## src/sv/udr_pkg.sv

```systemverilog
// ----------------------------------------------------------------------------
// udr_pkg
// Shared types and constants of the diagnostic responder: service and
// response codes, state encodings, queue entry and configuration record.
// ----------------------------------------------------------------------------
`default_nettype none

package udr_pkg;

    // service identifiers and fixed response bytes
    localparam logic [7:0] SID_SESSION     = 8'h10;
    localparam logic [7:0] SID_ECU_RESET   = 8'h11;
    localparam logic [7:0] SID_READ_ID     = 8'h22;
    localparam logic [7:0] SID_SEC_ACCESS  = 8'h27;
    localparam logic [7:0] SID_DOWNLOAD    = 8'h34;
    localparam logic [7:0] SID_TESTER      = 8'h3E;
    localparam logic [7:0] SID_NEGATIVE    = 8'h7F;
    localparam logic [7:0] SID_READ_ID_POS = 8'h62;
    localparam logic [7:0] POS_OFFSET      = 8'h40;

    // negative response codes
    localparam logic [7:0] NRC_GENERAL      = 8'h10;
    localparam logic [7:0] NRC_NOT_SUPP     = 8'h11;
    localparam logic [7:0] NRC_SUB_NOT_SUPP = 8'h12;
    localparam logic [7:0] NRC_SEQUENCE     = 8'h24;
    localparam logic [7:0] NRC_OUT_OF_RANGE = 8'h31;
    localparam logic [7:0] NRC_INVALID_KEY  = 8'h35;
    localparam logic [7:0] NRC_EXCEEDED     = 8'h36;
    localparam logic [7:0] NRC_DELAY        = 8'h37;
    localparam logic [7:0] NRC_WRONG_SESS   = 8'h7E;

    // sub-functions
    localparam logic [7:0] SUB_DEFAULT_SESS = 8'h01;
    localparam logic [7:0] SUB_PROG_SESS    = 8'h02;
    localparam logic [7:0] SUB_EXT_SESS     = 8'h03;
    localparam logic [7:0] SUB_HARD_RESET   = 8'h01;
    localparam logic [7:0] SUB_SHUTDOWN     = 8'h04;
    localparam logic [7:0] SUB_SEED         = 8'h01;
    localparam logic [7:0] SUB_KEY          = 8'h02;
    localparam logic [7:0] SUB_DOWNLOAD     = 8'h00;
    localparam logic [7:0] SUB_TESTER       = 8'h01;

    // data identifiers
    localparam logic [15:0] DID_BOOT    = 16'hF180;
    localparam logic [15:0] DID_APPL    = 16'hF181;
    localparam logic [15:0] DID_SESSION = 16'hF186;

    localparam logic [1:0] MODE_BOOT = 2'd0;
    localparam logic [1:0] MODE_APPL = 2'd1;

    // configuration register map
    localparam int CFG_IDX_W  = 3;
    localparam int CFG_DATA_W = 32;
    localparam logic [CFG_IDX_W-1:0] CFG_SEED  = 3'd0;
    localparam logic [CFG_IDX_W-1:0] CFG_KEY   = 3'd1;
    localparam logic [CFG_IDX_W-1:0] CFG_LIMIT = 3'd2;
    localparam logic [CFG_IDX_W-1:0] CFG_BOOT  = 3'd3;
    localparam logic [CFG_IDX_W-1:0] CFG_APPL  = 3'd4;

    localparam logic [31:0] RST_SEED  = 32'hAABBCCDD;
    localparam logic [31:0] RST_KEY   = 32'hABBCCDDE;
    localparam logic [1:0]  RST_LIMIT = 2'd3;
    localparam logic [31:0] RST_BOOT  = 32'h424C5632;
    localparam logic [31:0] RST_APPL  = 32'h41503232;

    localparam int QUEUE_DEPTH = 2;

    typedef enum logic [1:0] {
        SESS_DEFAULT = 2'd1,
        SESS_PROG    = 2'd2,
        SESS_EXT     = 2'd3
    } t_session;

    typedef enum logic [2:0] {
        SEC_LOCKED    = 3'd0,
        SEC_SEQ_ERROR = 3'd1,
        SEC_DENIED    = 3'd2,
        SEC_EXCEEDED  = 3'd3,
        SEC_DELAY     = 3'd4,
        SEC_SEED_REQ  = 3'd5,
        SEC_UNLOCKED  = 3'd6
    } t_sec;

    typedef enum logic [1:0] {
        REQ_NONE       = 2'd0,
        REQ_RESET_APPL = 2'd1,
        REQ_REPROG     = 2'd2,
        REQ_SHUTDOWN   = 2'd3
    } t_ecu_req;

    typedef enum logic [2:0] {
        OP_SESSION,
        OP_RESET,
        OP_READ_ID,
        OP_SEC,
        OP_DOWNLOAD,
        OP_TESTER,
        OP_UNKNOWN
    } t_op;

    typedef enum logic [1:0] {
        IDC_BOOT,
        IDC_APPL,
        IDC_SESSION,
        IDC_OTHER
    } t_idcls;

    typedef struct packed {
        t_op         op;
        t_idcls      idc;
        logic [7:0]  sid;
        logic [7:0]  sub;
        logic [7:0]  low;
        logic [31:0] key;
        logic [1:0]  mode;
    } t_cmd;

    typedef struct packed {
        logic [31:0] seed;
        logic [31:0] key;
        logic [1:0]  limit;
        logic [31:0] boot;
        logic [31:0] appl;
    } t_cfg;

endpackage

`default_nettype wire

```

## src/sv/udr_req_if.sv

```systemverilog
// ----------------------------------------------------------------------------
// udr_req_if
// Request channel: decoded diagnostic request with valid/ready handshake.
// ----------------------------------------------------------------------------
`default_nettype none

interface udr_req_if;
    logic        valid;
    logic        ready;
    logic [7:0]  service_id;
    logic [7:0]  request_sub;
    logic [7:0]  request_low;
    logic [31:0] key_word;
    logic [1:0]  ecu_mode;

    modport source (
        output valid, service_id, request_sub, request_low, key_word, ecu_mode,
        input  ready
    );
    modport sink (
        input  valid, service_id, request_sub, request_low, key_word, ecu_mode,
        output ready
    );
endinterface

`default_nettype wire

```

## src/sv/udr_rsp_if.sv

```systemverilog
// ----------------------------------------------------------------------------
// udr_rsp_if
// Response channel: packed response bytes and ECU manager request.
// ----------------------------------------------------------------------------
`default_nettype none

interface udr_rsp_if;
    logic        valid;
    logic        ready;
    logic [2:0]  response_length;
    logic [55:0] response_data;
    logic [1:0]  ecu_request;

    modport source (
        output valid, response_length, response_data, ecu_request,
        input  ready
    );
    modport sink (
        input  valid, response_length, response_data, ecu_request,
        output ready
    );
endinterface

`default_nettype wire

```

## src/sv/udr_front.sv

```systemverilog
// ----------------------------------------------------------------------------
// udr_front
// Accepts requests and classifies them by service and identifier before
// they enter the command queue.
// ----------------------------------------------------------------------------
`default_nettype none

module udr_front
    import udr_pkg::*;
(
    udr_req_if.sink i_req,
    input  logic    i_q_ready,
    output logic    o_push,
    output t_cmd    o_cmd
);

    logic [15:0] ident;

    always_comb begin
        ident       = {i_req.request_sub, i_req.request_low};
        i_req.ready = i_q_ready;
        o_push      = i_req.valid && i_q_ready;

        o_cmd.sid  = i_req.service_id;
        o_cmd.sub  = i_req.request_sub;
        o_cmd.low  = i_req.request_low;
        o_cmd.key  = i_req.key_word;
        o_cmd.mode = i_req.ecu_mode;

        case (i_req.service_id)
            SID_SESSION:    o_cmd.op = OP_SESSION;
            SID_ECU_RESET:  o_cmd.op = OP_RESET;
            SID_READ_ID:    o_cmd.op = OP_READ_ID;
            SID_SEC_ACCESS: o_cmd.op = OP_SEC;
            SID_DOWNLOAD:   o_cmd.op = OP_DOWNLOAD;
            SID_TESTER:     o_cmd.op = OP_TESTER;
            default:        o_cmd.op = OP_UNKNOWN;
        endcase

        case (ident)
            DID_BOOT:    o_cmd.idc = IDC_BOOT;
            DID_APPL:    o_cmd.idc = IDC_APPL;
            DID_SESSION: o_cmd.idc = IDC_SESSION;
            default:     o_cmd.idc = IDC_OTHER;
        endcase
    end

endmodule

`default_nettype wire

```

## src/sv/udr_queue.sv

```systemverilog
// ----------------------------------------------------------------------------
// udr_queue
// Two-entry command queue between the classifier and the executing stage.
// Push and pop may fall in the same cycle.
// ----------------------------------------------------------------------------
`default_nettype none

module udr_queue
    import udr_pkg::*;
(
    input  logic i_clk,
    input  logic i_rst_n,
    input  logic i_push,
    input  t_cmd i_cmd,
    output logic o_ready,
    input  logic i_pop,
    output logic o_valid,
    output t_cmd o_cmd
);

    localparam int PTR_W = (QUEUE_DEPTH > 1) ? $clog2(QUEUE_DEPTH) : 1;
    localparam int CNT_W = $clog2(QUEUE_DEPTH + 1);
    localparam logic [CNT_W-1:0] FULL = CNT_W'(QUEUE_DEPTH);
    localparam logic [PTR_W-1:0] LAST = PTR_W'(QUEUE_DEPTH - 1);

    t_cmd             r_mem [QUEUE_DEPTH];
    logic [PTR_W-1:0] r_wr_ptr, n_wr_ptr;
    logic [PTR_W-1:0] r_rd_ptr, n_rd_ptr;
    logic [CNT_W-1:0] r_count, n_count;

    always_comb begin
        o_ready  = (r_count != FULL);
        o_valid  = (r_count != '0);
        o_cmd    = r_mem[r_rd_ptr];
        n_wr_ptr = r_wr_ptr;
        n_rd_ptr = r_rd_ptr;
        n_count  = r_count;
        if (i_push) begin
            n_wr_ptr = (r_wr_ptr == LAST) ? '0 : r_wr_ptr + 1'b1;
        end
        if (i_pop) begin
            n_rd_ptr = (r_rd_ptr == LAST) ? '0 : r_rd_ptr + 1'b1;
        end
        if (i_push && !i_pop) begin
            n_count = r_count + 1'b1;
        end else if (!i_push && i_pop) begin
            n_count = r_count - 1'b1;
        end
    end

    always_ff @(posedge i_clk) begin
        if (!i_rst_n) begin
            r_wr_ptr <= '0;
            r_rd_ptr <= '0;
            r_count  <= '0;
        end else begin
            r_wr_ptr <= n_wr_ptr;
            r_rd_ptr <= n_rd_ptr;
            r_count  <= n_count;
        end
    end

    always_ff @(posedge i_clk) begin
        if (i_push) begin
            r_mem[r_wr_ptr] <= i_cmd;
        end
    end

    a_count_bound: assert property (@(posedge i_clk) disable iff (!i_rst_n)
        r_count <= FULL)
        else $error("queue count beyond depth");

    a_no_empty_pop: assert property (@(posedge i_clk) disable iff (!i_rst_n)
        i_pop |-> (r_count != '0))
        else $error("pop from empty queue");

    a_count_up: assert property (@(posedge i_clk) disable iff (!i_rst_n)
        (i_push && !i_pop) |=> (r_count == $past(r_count) + 1'b1))
        else $error("queue count did not follow a lone push");

endmodule

`default_nettype wire

```

## src/sv/udr_back.sv

```systemverilog
// ----------------------------------------------------------------------------
// udr_back
// Executes queued requests against session and security-access state and
// holds the finished response in an output register.
// ----------------------------------------------------------------------------
`default_nettype none

module udr_back
    import udr_pkg::*;
(
    input  logic      i_clk,
    input  logic      i_rst_n,
    input  t_cfg      i_cfg,
    input  logic      i_valid,
    input  t_cmd      i_cmd,
    output logic      o_pop,
    udr_rsp_if.source o_rsp
);

    typedef struct packed {
        logic [2:0]  len;
        logic [55:0] data;
        t_ecu_req    req;
    } t_resp;

    function automatic t_resp f_pos2(input logic [7:0] sid, input logic [7:0] sub);
        t_resp r;
        r.len  = 3'd2;
        r.data = {40'd0, sid + POS_OFFSET, sub};
        r.req  = REQ_NONE;
        return r;
    endfunction

    function automatic t_resp f_neg(input logic [7:0] sid, input logic [7:0] code);
        t_resp r;
        r.len  = 3'd3;
        r.data = {32'd0, SID_NEGATIVE, sid, code};
        r.req  = REQ_NONE;
        return r;
    endfunction

    t_session    r_session, n_session;
    t_sec        r_sec, n_sec;
    logic [1:0]  r_failed, n_failed;
    logic        r_out_valid;
    t_resp       r_out;
    t_resp       rsp;
    logic [1:0]  fa_inc;
    logic        seed_ev, key_ev;
    logic [31:0] ident_word;

    always_comb begin
        n_session  = r_session;
        n_sec      = r_sec;
        n_failed   = r_failed;
        seed_ev    = (i_cmd.sub == SUB_SEED);
        key_ev     = (i_cmd.sub == SUB_KEY);
        fa_inc     = (r_failed == 2'd3) ? 2'd3 : r_failed + 2'd1;
        ident_word = (i_cmd.idc == IDC_BOOT) ? i_cfg.boot : i_cfg.appl;
        rsp        = f_neg(i_cmd.sid, NRC_SUB_NOT_SUPP);

        case (i_cmd.op)
            OP_SESSION: begin
                if (i_cmd.sub == SUB_DEFAULT_SESS) begin
                    rsp = f_pos2(i_cmd.sid, i_cmd.sub);
                    // returning to default from programming restarts the application
                    if (r_session == SESS_PROG) begin
                        rsp.req = REQ_RESET_APPL;
                    end
                    n_session = SESS_DEFAULT;
                end else if (i_cmd.sub == SUB_PROG_SESS) begin
                    if (r_session == SESS_EXT) begin
                        rsp       = f_pos2(i_cmd.sid, i_cmd.sub);
                        rsp.req   = REQ_REPROG;
                        n_session = SESS_PROG;
                    end else begin
                        rsp = f_neg(i_cmd.sid, NRC_WRONG_SESS);
                    end
                end else if (i_cmd.sub == SUB_EXT_SESS) begin
                    rsp       = f_pos2(i_cmd.sid, i_cmd.sub);
                    n_session = SESS_EXT;
                end
            end
            OP_RESET: begin
                if (i_cmd.sub == SUB_HARD_RESET) begin
                    rsp     = f_pos2(i_cmd.sid, i_cmd.sub);
                    rsp.req = REQ_RESET_APPL;
                end else if (i_cmd.sub == SUB_SHUTDOWN) begin
                    rsp     = f_pos2(i_cmd.sid, i_cmd.sub);
                    rsp.req = REQ_SHUTDOWN;
                end
            end
            OP_READ_ID: begin
                case (i_cmd.idc)
                    IDC_BOOT, IDC_APPL: begin
                        if ((i_cmd.idc == IDC_BOOT && i_cmd.mode == MODE_BOOT) ||
                            (i_cmd.idc == IDC_APPL && i_cmd.mode == MODE_APPL)) begin
                            rsp.len  = 3'd7;
                            rsp.data = {SID_READ_ID_POS, i_cmd.sub, i_cmd.low, ident_word};
                            rsp.req  = REQ_NONE;
                        end else begin
                            rsp = f_neg(i_cmd.sid, NRC_OUT_OF_RANGE);
                        end
                    end
                    IDC_SESSION: begin
                        rsp.len  = 3'd4;
                        rsp.data = {24'd0, SID_READ_ID_POS, i_cmd.sub, i_cmd.low,
                                    6'd0, r_session};
                        rsp.req  = REQ_NONE;
                    end
                    default: rsp = f_neg(i_cmd.sid, NRC_SUB_NOT_SUPP);
                endcase
            end
            OP_SEC: begin
                case (r_sec)
                    SEC_LOCKED, SEC_SEQ_ERROR, SEC_DENIED, SEC_EXCEEDED, SEC_DELAY: begin
                        if (seed_ev) begin
                            if (r_failed < i_cfg.limit) begin
                                rsp.len  = 3'd6;
                                rsp.data = {8'd0, SID_SEC_ACCESS + POS_OFFSET, SUB_SEED,
                                            i_cfg.seed};
                                rsp.req  = REQ_NONE;
                                n_sec    = SEC_SEED_REQ;
                            end else begin
                                rsp   = f_neg(SID_SEC_ACCESS, NRC_DELAY);
                                n_sec = SEC_DELAY;
                            end
                        end else if (key_ev) begin
                            rsp   = f_neg(SID_SEC_ACCESS, NRC_SEQUENCE);
                            n_sec = SEC_SEQ_ERROR;
                        end else begin
                            rsp = f_neg(SID_SEC_ACCESS, NRC_SUB_NOT_SUPP);
                        end
                    end
                    SEC_SEED_REQ: begin
                        if (key_ev) begin
                            if (i_cmd.key == i_cfg.key) begin
                                n_failed = 2'd0;
                                rsp      = f_pos2(SID_SEC_ACCESS, SUB_KEY);
                                n_sec    = SEC_UNLOCKED;
                            end else begin
                                n_failed = fa_inc;
                                if (fa_inc < i_cfg.limit) begin
                                    rsp   = f_neg(SID_SEC_ACCESS, NRC_INVALID_KEY);
                                    n_sec = SEC_DENIED;
                                end else begin
                                    rsp   = f_neg(SID_SEC_ACCESS, NRC_EXCEEDED);
                                    n_sec = SEC_EXCEEDED;
                                end
                            end
                        end else if (seed_ev) begin
                            rsp   = f_neg(SID_SEC_ACCESS, NRC_SEQUENCE);
                            n_sec = SEC_SEQ_ERROR;
                        end else begin
                            rsp = f_neg(SID_SEC_ACCESS, NRC_SUB_NOT_SUPP);
                        end
                    end
                    SEC_UNLOCKED: begin
                        if (seed_ev || key_ev) begin
                            rsp   = f_neg(SID_SEC_ACCESS, NRC_SEQUENCE);
                            n_sec = SEC_SEQ_ERROR;
                        end else begin
                            rsp = f_neg(SID_SEC_ACCESS, NRC_SUB_NOT_SUPP);
                        end
                    end
                    default: begin
                        rsp   = f_neg(SID_SEC_ACCESS, NRC_GENERAL);
                        n_sec = SEC_SEQ_ERROR;
                    end
                endcase
            end
            OP_DOWNLOAD: begin
                if (i_cmd.sub == SUB_DOWNLOAD) begin
                    rsp = f_pos2(i_cmd.sid, i_cmd.sub);
                end
            end
            OP_TESTER: begin
                if (i_cmd.sub == SUB_TESTER) begin
                    rsp = f_pos2(i_cmd.sid, i_cmd.sub);
                end
            end
            default: rsp = f_neg(i_cmd.sid, NRC_NOT_SUPP);
        endcase

        // take the next request when the output slot is free or draining
        o_pop = i_valid && (!r_out_valid || o_rsp.ready);
    end

    always_ff @(posedge i_clk) begin
        if (!i_rst_n) begin
            r_session   <= SESS_DEFAULT;
            r_sec       <= SEC_LOCKED;
            r_failed    <= 2'd0;
            r_out_valid <= 1'b0;
        end else begin
            if (o_pop) begin
                r_session   <= n_session;
                r_sec       <= n_sec;
                r_failed    <= n_failed;
                r_out_valid <= 1'b1;
            end else if (o_rsp.ready) begin
                r_out_valid <= 1'b0;
            end
        end
    end

    always_ff @(posedge i_clk) begin
        if (o_pop) begin
            r_out <= rsp;
        end
    end

    assign o_rsp.valid           = r_out_valid;
    assign o_rsp.response_length = r_out.len;
    assign o_rsp.response_data   = r_out.data;
    assign o_rsp.ecu_request     = r_out.req;

    a_len_min: assert property (@(posedge i_clk) disable iff (!i_rst_n)
        r_out_valid |-> (r_out.len >= 3'd2))
        else $error("response shorter than two bytes");

    a_unlock_clean: assert property (@(posedge i_clk) disable iff (!i_rst_n)
        (r_sec == SEC_UNLOCKED) |-> (r_failed == 2'd0))
        else $error("unlocked with failed attempts pending");

    a_reprog_session: assert property (@(posedge i_clk) disable iff (!i_rst_n)
        (o_pop && rsp.req == REQ_REPROG) |=> (r_session == SESS_PROG))
        else $error("reprogramming requested outside programming session");

endmodule

`default_nettype wire

```

## src/sv/uds_diagnostic_responder.sv

```systemverilog
// ----------------------------------------------------------------------------
// uds_diagnostic_responder
// Diagnostic request server: session control, ECU reset, identifier read,
// seed/key security access, download and tester present.
// ----------------------------------------------------------------------------
//  channel   dir  handshake     payload
//  i_req     in   valid/ready   service_id, request_sub, request_low,
//                               key_word, ecu_mode
//  o_rsp     out  valid/ready   response_length, response_data, ecu_request
//  i_cfg_*   in   write enable  i_cfg_index, i_cfg_data
//
//  One request per cycle sustained while responses are taken; a response
//  passes through the queue, written when its request is taken, and then
//  the execute/output register before it is offered.
//  The two-entry queue lets requests flow in while a response is stalled.
//  Synchronous active-low reset: default session, locked, no failed
//  attempts, configuration back to its defaults, queue and output empty.
// ----------------------------------------------------------------------------
`default_nettype none

module uds_diagnostic_responder
    import udr_pkg::*;
(
    input  wire logic                  i_clk,
    input  wire logic                  i_rst_n,
    udr_req_if.sink                    i_req,
    udr_rsp_if.source                  o_rsp,
    input  wire logic                  i_cfg_we,
    input  wire logic [CFG_IDX_W-1:0]  i_cfg_index,
    input  wire logic [CFG_DATA_W-1:0] i_cfg_data
);

    t_cfg r_cfg;
    logic q_ready;
    logic push;
    t_cmd push_cmd;
    logic q_valid;
    t_cmd q_cmd;
    logic pop;

    always_ff @(posedge i_clk) begin
        if (!i_rst_n) begin
            r_cfg.seed  <= RST_SEED;
            r_cfg.key   <= RST_KEY;
            r_cfg.limit <= RST_LIMIT;
            r_cfg.boot  <= RST_BOOT;
            r_cfg.appl  <= RST_APPL;
        end else if (i_cfg_we) begin
            case (i_cfg_index)
                CFG_SEED:  r_cfg.seed  <= i_cfg_data;
                CFG_KEY:   r_cfg.key   <= i_cfg_data;
                CFG_LIMIT: r_cfg.limit <= i_cfg_data[1:0];
                CFG_BOOT:  r_cfg.boot  <= i_cfg_data;
                CFG_APPL:  r_cfg.appl  <= i_cfg_data;
                default: ;
            endcase
        end
    end

    udr_front u_front (
        .i_req     (i_req),
        .i_q_ready (q_ready),
        .o_push    (push),
        .o_cmd     (push_cmd)
    );

    udr_queue u_queue (
        .i_clk   (i_clk),
        .i_rst_n (i_rst_n),
        .i_push  (push),
        .i_cmd   (push_cmd),
        .o_ready (q_ready),
        .i_pop   (pop),
        .o_valid (q_valid),
        .o_cmd   (q_cmd)
    );

    udr_back u_back (
        .i_clk   (i_clk),
        .i_rst_n (i_rst_n),
        .i_cfg   (r_cfg),
        .i_valid (q_valid),
        .i_cmd   (q_cmd),
        .o_pop   (pop),
        .o_rsp   (o_rsp)
    );

endmodule

`default_nettype wire
```

## src/flat_wrapper.sv

```systemverilog
// flat-port wrapper written by rule: the top's interface ports become plain ports
module uds_diagnostic_responder_flat import udr_pkg::*;
  (i_clk, i_rst_n, i_cfg_we, i_cfg_index, i_cfg_data, i_req_valid, i_req_service_id, i_req_request_sub, i_req_request_low, i_req_key_word, i_req_ecu_mode, i_req_ready, o_rsp_valid, o_rsp_response_length, o_rsp_response_data, o_rsp_ecu_request, o_rsp_ready);
  udr_req_if i_req_i ();
  udr_rsp_if o_rsp_i ();
  input  wire logic i_clk;
  input  wire logic i_rst_n;
  input  wire logic i_cfg_we;
  input  wire logic [CFG_IDX_W-1:0] i_cfg_index;
  input  wire logic [CFG_DATA_W-1:0] i_cfg_data;
  input wire logic [$bits(i_req_i.valid)-1:0] i_req_valid;
  input wire logic [$bits(i_req_i.service_id)-1:0] i_req_service_id;
  input wire logic [$bits(i_req_i.request_sub)-1:0] i_req_request_sub;
  input wire logic [$bits(i_req_i.request_low)-1:0] i_req_request_low;
  input wire logic [$bits(i_req_i.key_word)-1:0] i_req_key_word;
  input wire logic [$bits(i_req_i.ecu_mode)-1:0] i_req_ecu_mode;
  output wire logic [$bits(i_req_i.ready)-1:0] i_req_ready;
  output wire logic [$bits(o_rsp_i.valid)-1:0] o_rsp_valid;
  output wire logic [$bits(o_rsp_i.response_length)-1:0] o_rsp_response_length;
  output wire logic [$bits(o_rsp_i.response_data)-1:0] o_rsp_response_data;
  output wire logic [$bits(o_rsp_i.ecu_request)-1:0] o_rsp_ecu_request;
  input wire logic [$bits(o_rsp_i.ready)-1:0] o_rsp_ready;
  assign i_req_i.valid = i_req_valid;
  assign i_req_i.service_id = i_req_service_id;
  assign i_req_i.request_sub = i_req_request_sub;
  assign i_req_i.request_low = i_req_request_low;
  assign i_req_i.key_word = i_req_key_word;
  assign i_req_i.ecu_mode = i_req_ecu_mode;
  assign i_req_ready = i_req_i.ready;
  assign o_rsp_valid = o_rsp_i.valid;
  assign o_rsp_response_length = o_rsp_i.response_length;
  assign o_rsp_response_data = o_rsp_i.response_data;
  assign o_rsp_ecu_request = o_rsp_i.ecu_request;
  assign o_rsp_i.ready = o_rsp_ready;
  uds_diagnostic_responder u_core (.i_clk(i_clk), .i_rst_n(i_rst_n), .i_req(i_req_i), .o_rsp(o_rsp_i), .i_cfg_we(i_cfg_we), .i_cfg_index(i_cfg_index), .i_cfg_data(i_cfg_data));
endmodule
```

## config.mk

```make
export PLATFORM = sky130hd
export DESIGN_NAME = uds_diagnostic_responder_flat
export DESIGN_NICKNAME = d
export VERILOG_FILES = /design/src/sv/udr_pkg.sv /design/src/sv/udr_req_if.sv /design/src/sv/udr_rsp_if.sv /design/src/sv/udr_front.sv /design/src/sv/udr_queue.sv /design/src/sv/udr_back.sv /design/src/sv/uds_diagnostic_responder.sv /design/src/flat_wrapper.sv
export SDC_FILE = /design/constraint.sdc
export NUM_CORES = 1
export LEC_CHECK = 0
export BUFFER_PORTS_ARGS = -buffer_cell sky130_fd_sc_hd__buf_2
export CORE_ASPECT_RATIO = 0.6
export CORE_MARGIN = 8
export CORE_UTILIZATION = 58
export CTS_CLUSTER_DIAMETER = 200
export DETAILED_ROUTE_END_ITERATION = 12
export GPL_TIMING_DRIVEN = 0
export PLACE_DENSITY_LB_ADDON = 0.2
export SLEW_MARGIN = 15
export SYNTH_ARGS = -nofsm -noshare
export SYNTH_HDL_FRONTEND = slang
export SYNTH_SLANG_ARGS = --single-unit
```

## constraint.sdc

```tcl
create_clock -name i_clk -period 4.2 [get_ports i_clk]
set_clock_uncertainty 0.05 [all_clocks]
set_input_delay 0.21 -clock i_clk [delete_from_list [all_inputs] [get_ports i_clk]]
set_output_delay 0.21 -clock i_clk [all_outputs]
set_load 0.05 [all_outputs]
```

==> summary.txt <==
Timing
  • RSZ-0062 raised after global routing: false
  • Final hold slack: 0.0357 ns
  • Worst slew pin tran: 1.10 ns
  • Final hold violation count: 0
  • Setup-violating endpoint count in the final report: 0
  • Fin crit period: 3.69 ns
  • Share of the clock period used by the worst path: 0.879
  • Fin Setup TNS: 0 ns
  • Slew headroom: 0.248
  • Max Clock Freq: 0.271 GHz
  • Number of max-slew violations in the final report: 0

Layout
  • Filler cell count: 1679
  • Proportion of layout cells with a drive suffix above 1: 0.158
  • Net count of the finished layout: 1696
  • Area Growth Syn to Fin: 22.6%
  • Footprint of the flip-flops and latches: 8270 um2
  • Area of combinational cells with multiple inputs: 5150 um2
  • Antenna Cells: 0
  • Area of all placed cells without fillers: 16900 um2

Critical path
  • Chain of cells forming the critical path: buf_6 -> buf_6 -> buf_2 -> mux2i_1 -> xnor2_1 -> nor4_1 -> nand4_1 -> o311ai_0 -> nand3_1
  • Worst Path Buf+Inv: 3
  • Critical path's most frequent cell: sky130_fd_sc_hd__buf_6
  • Endpoint type of the worst setup path: flop
  • Worst-path maximum fanout: 10
  • Type of the worst setup path: flop to flop
  • Nature of the critical path startpoint: flop
  • Critical path's slowest cell: sky130_fd_sc_hd__o311ai_0
  • Slowest cell delay on critical path: 0.69 ns
  • Worst EP arrival: 3.90 ns
  • R2R setup slack: 0.51 ns
  • CP Data Required Time: 4.41 ns
  • Kind of cell adding the most delay to the critical path: simple AND/OR/NAND/NOR gates

Clock network
  • Num CTS Buffers: 29
  • Clock slew at reported path FFs: 0.07 ns
  • # H-tree levels: 1
  • CTS-repair resized insts: 0
  • Root Buffer Master: sky130_fd_sc_hd__clkbuf_16
  • Post-CTS setup-driven buffer insertion count: 0
  • Clock insertion delay at the later pin of the skew report: 0.57 ns
  • TritonCTS clock tree: yes
  • Clock sinks: 323
  • Maximum root-to-sink buffer count: 3

Synth
  • Library cell occupying the most area in the post-synthesis netlist: sky130_fd_sc_hd__edfxtp_1
  • Most common cell in the synthesized netlist: sky130_fd_sc_hd__nand2_1
  • Async set or reset register ratio after synthesis: 0
  • Synth area leaders: sky130_fd_sc_hd__edfxtp_1, sky130_fd_sc_hd__dfxtp_1, sky130_fd_sc_hd__nand2_1
  • Area share of the largest cell type after synthesis: 0.393
  • Proportion of synthesized chip area in sequential cells: 0.601
  • Number of enable-type register cells in the synthesized netlist: 180
  • Per-instance average area after synthesis: 10.5 um2
  • Mapped cell area: 13800 um2
  • Flip-flop and latch count after synthesis: 323
  • Count of unique library cells instantiated by Yosys: 70
  • Total of warnings raised by yosys: 0
  • Syn Inst Count: 1310
  • Top cell types by occurrence after synthesis: sky130_fd_sc_hd__nand2_1, sky130_fd_sc_hd__edfxtp_1, sky130_fd_sc_hd__dfxtp_1, sky130_fd_sc_hd__nand3_1, sky130_fd_sc_hd__a21oi_1
  • Top_reg_cell synth: sky130_fd_sc_hd__edfxtp_1

Floorplan
  • Number of top-level pins: 161
  • Chip height: 135 um
  • Die X: 215 um
  • # rows: 43
  • Core area: 23200 um2
  • Die ar.: 29100 um2
  • Starting density of the core: 0.593

Global route
  • Global-route wire length before repair: 63.6 mm
  • Global-route total usage across every layer: 0.284
  • Total gr overflow: 0
  • Number of global-route vias before repair: 10800
  • Antenna violations before repair: 1
  • Maximum number of pins on one net before global-route repair: 38

Power
  • Total power per unit cell area: 544 nW/um2
  • Leakage power of the design: 6.39 nW
  • Peak supply drop: 0.000402 V

Detailed routing
  • DRC: 0
  • Average detailed-routed wire length per instance: 22.0 um
  • Aggregate routed wire length: 42.4 mm
  • Post-detailed-route count of antenna-violating nets: 0
  • Via-per-instance ratio: 5.90
  • Router iterations before antenna repair: 6
  • DRC violation total after the first TritonRoute iteration: 1681
  • Via count: 11400

Min path
  • Path class of the lowest-slack min-delay path: input pin to flop

Placement
  • Final RePlAce weighted congestion: 0.940
  • Half-perimeter wire length of the detailed placement result: 30.6 mm
  • Placement-stage cell area: 15000 um2
  • Count of buffers inserted at the top-level ports: 154

Status
  • Run status: finished, final reports clean

Flow run
  • Max-Cap Viols: 0
[routing by layer]
layer | GRT usage | up-vias | routed length, um
met2 | 0.409 | 669 | 17400
met3 | 0.0955 | 79 | 5750
met1 | 0.412 | 5435 | 18500
met5 | 0 | - | 0
met4 | 0.0580 | 0 | 801
li1 | - | 5215 | -
[state kept, by name (all words and copies together), names as in the netlist, named ones only]
name and flops:
u_core.r_cfg 130, u_core.u_back.o_rsp.ecu_request 2, u_core.u_back.o_rsp.response_data 49, u_core.u_back.o_rsp.response_length 3, u_core.u_back.o_rsp.valid 1, u_core.u_back.r_failed 2, u_core.u_back.r_sec 3, u_core.u_back.r_session 2
u_core.u_queue.r_count 2, u_core.u_queue.r_mem 126, u_core.u_queue.r_rd_ptr 1, u_core.u_queue.r_wr_ptr 1
[timing repair]
action                                  CTS  global route
endpoints found under the hold margin   253             0
endpoints found under the setup margin    0             0
hold buffers                             92             0
[kinds of logic after synthesis]
group	Yosys count	synth area share
other cells	1	0.000273
buf+inv	81	0.0264
simple gates	561	0.180
mux	97	0.0720
flops	323	0.601
compound gates	203	0.0914
xor+xnor	41	0.0261
fa+ha+maj	3	0.00273
[worst paths after layout]
check	cells past startpoint	from	endpoint
worst max register to register	9	flop	u_core.u_back.o_rsp.response_data[2]$_DFFE_PP_
worst min register to register	2	u_core.r_cfg[116]$_SDFFE_PN0P_	u_core.r_cfg[116]$_SDFFE_PN0P_
worst min-delay path	4	i_req_valid	u_core.u_queue.r_wr_ptr$_SDFFE_PN0P_
worst max-delay path	9	flop	u_core.u_back.o_rsp.response_data[2]$_DFFE_PP_
[report_power, final]
| part | switching (mW) | total, mW | internal, mW |
|---|---|---|---|
| logic | 1.84 | 2.56 | 0.721 |
| registers | 0.143 | 4.02 | 3.88 |
| clock network | 1.18 | 2.59 | 1.41 |
| total | 3.17 | 9.18 | 6.01 |
[worst reg2reg max path: stages (launching register included)]
cell and delay, ns:
sky130_fd_sc_hd__dfxtp_1 0.32, sky130_fd_sc_hd__buf_6 0.17, sky130_fd_sc_hd__buf_6 0.19, sky130_fd_sc_hd__buf_2 0.49, sky130_fd_sc_hd__mux2i_1 0.30, sky130_fd_sc_hd__xnor2_1 0.13, sky130_fd_sc_hd__nor4_1 0.51, sky130_fd_sc_hd__nand4_1 0.30
sky130_fd_sc_hd__o311ai_0 0.69, sky130_fd_sc_hd__nand3_1 0.25
[cell type report]
class,instances,area share
sequential,323,0.490
tap,315,0.0234
inverter,5,0.00119
multi-input combinational,910,0.306
clock buffer,35,0.0450
timing repair buffer,250,0.105
buffer,76,0.0204
clock inverter,18,0.00883
[cells in the final DEF, fill, tap and decap left out, drive strengths merged, types with 45 or more instances in the layout]
cell type,n
a21oi,86
buf,180
clkbuf,89
dfxtp,143
dlygate4sd3,92
edfxtp,180
mux2i,85
nand2,335
nand3,88
nor2,62
o21ai,45
[metrics by stage]
stage               total power, mW  setup slack, ns  instances  utilization
floorplan                      5.82            0.999       1314            -
global placement               6.49            0.389       1783        0.644
detailed placement             6.55            0.789       1787        0.648
CTS                            9.15            0.757       1932        0.727
global route                   9.48            0.368       1932        0.727
finish                         9.18            0.509       1932        0.727
Power figures use the tool's default switching activity.
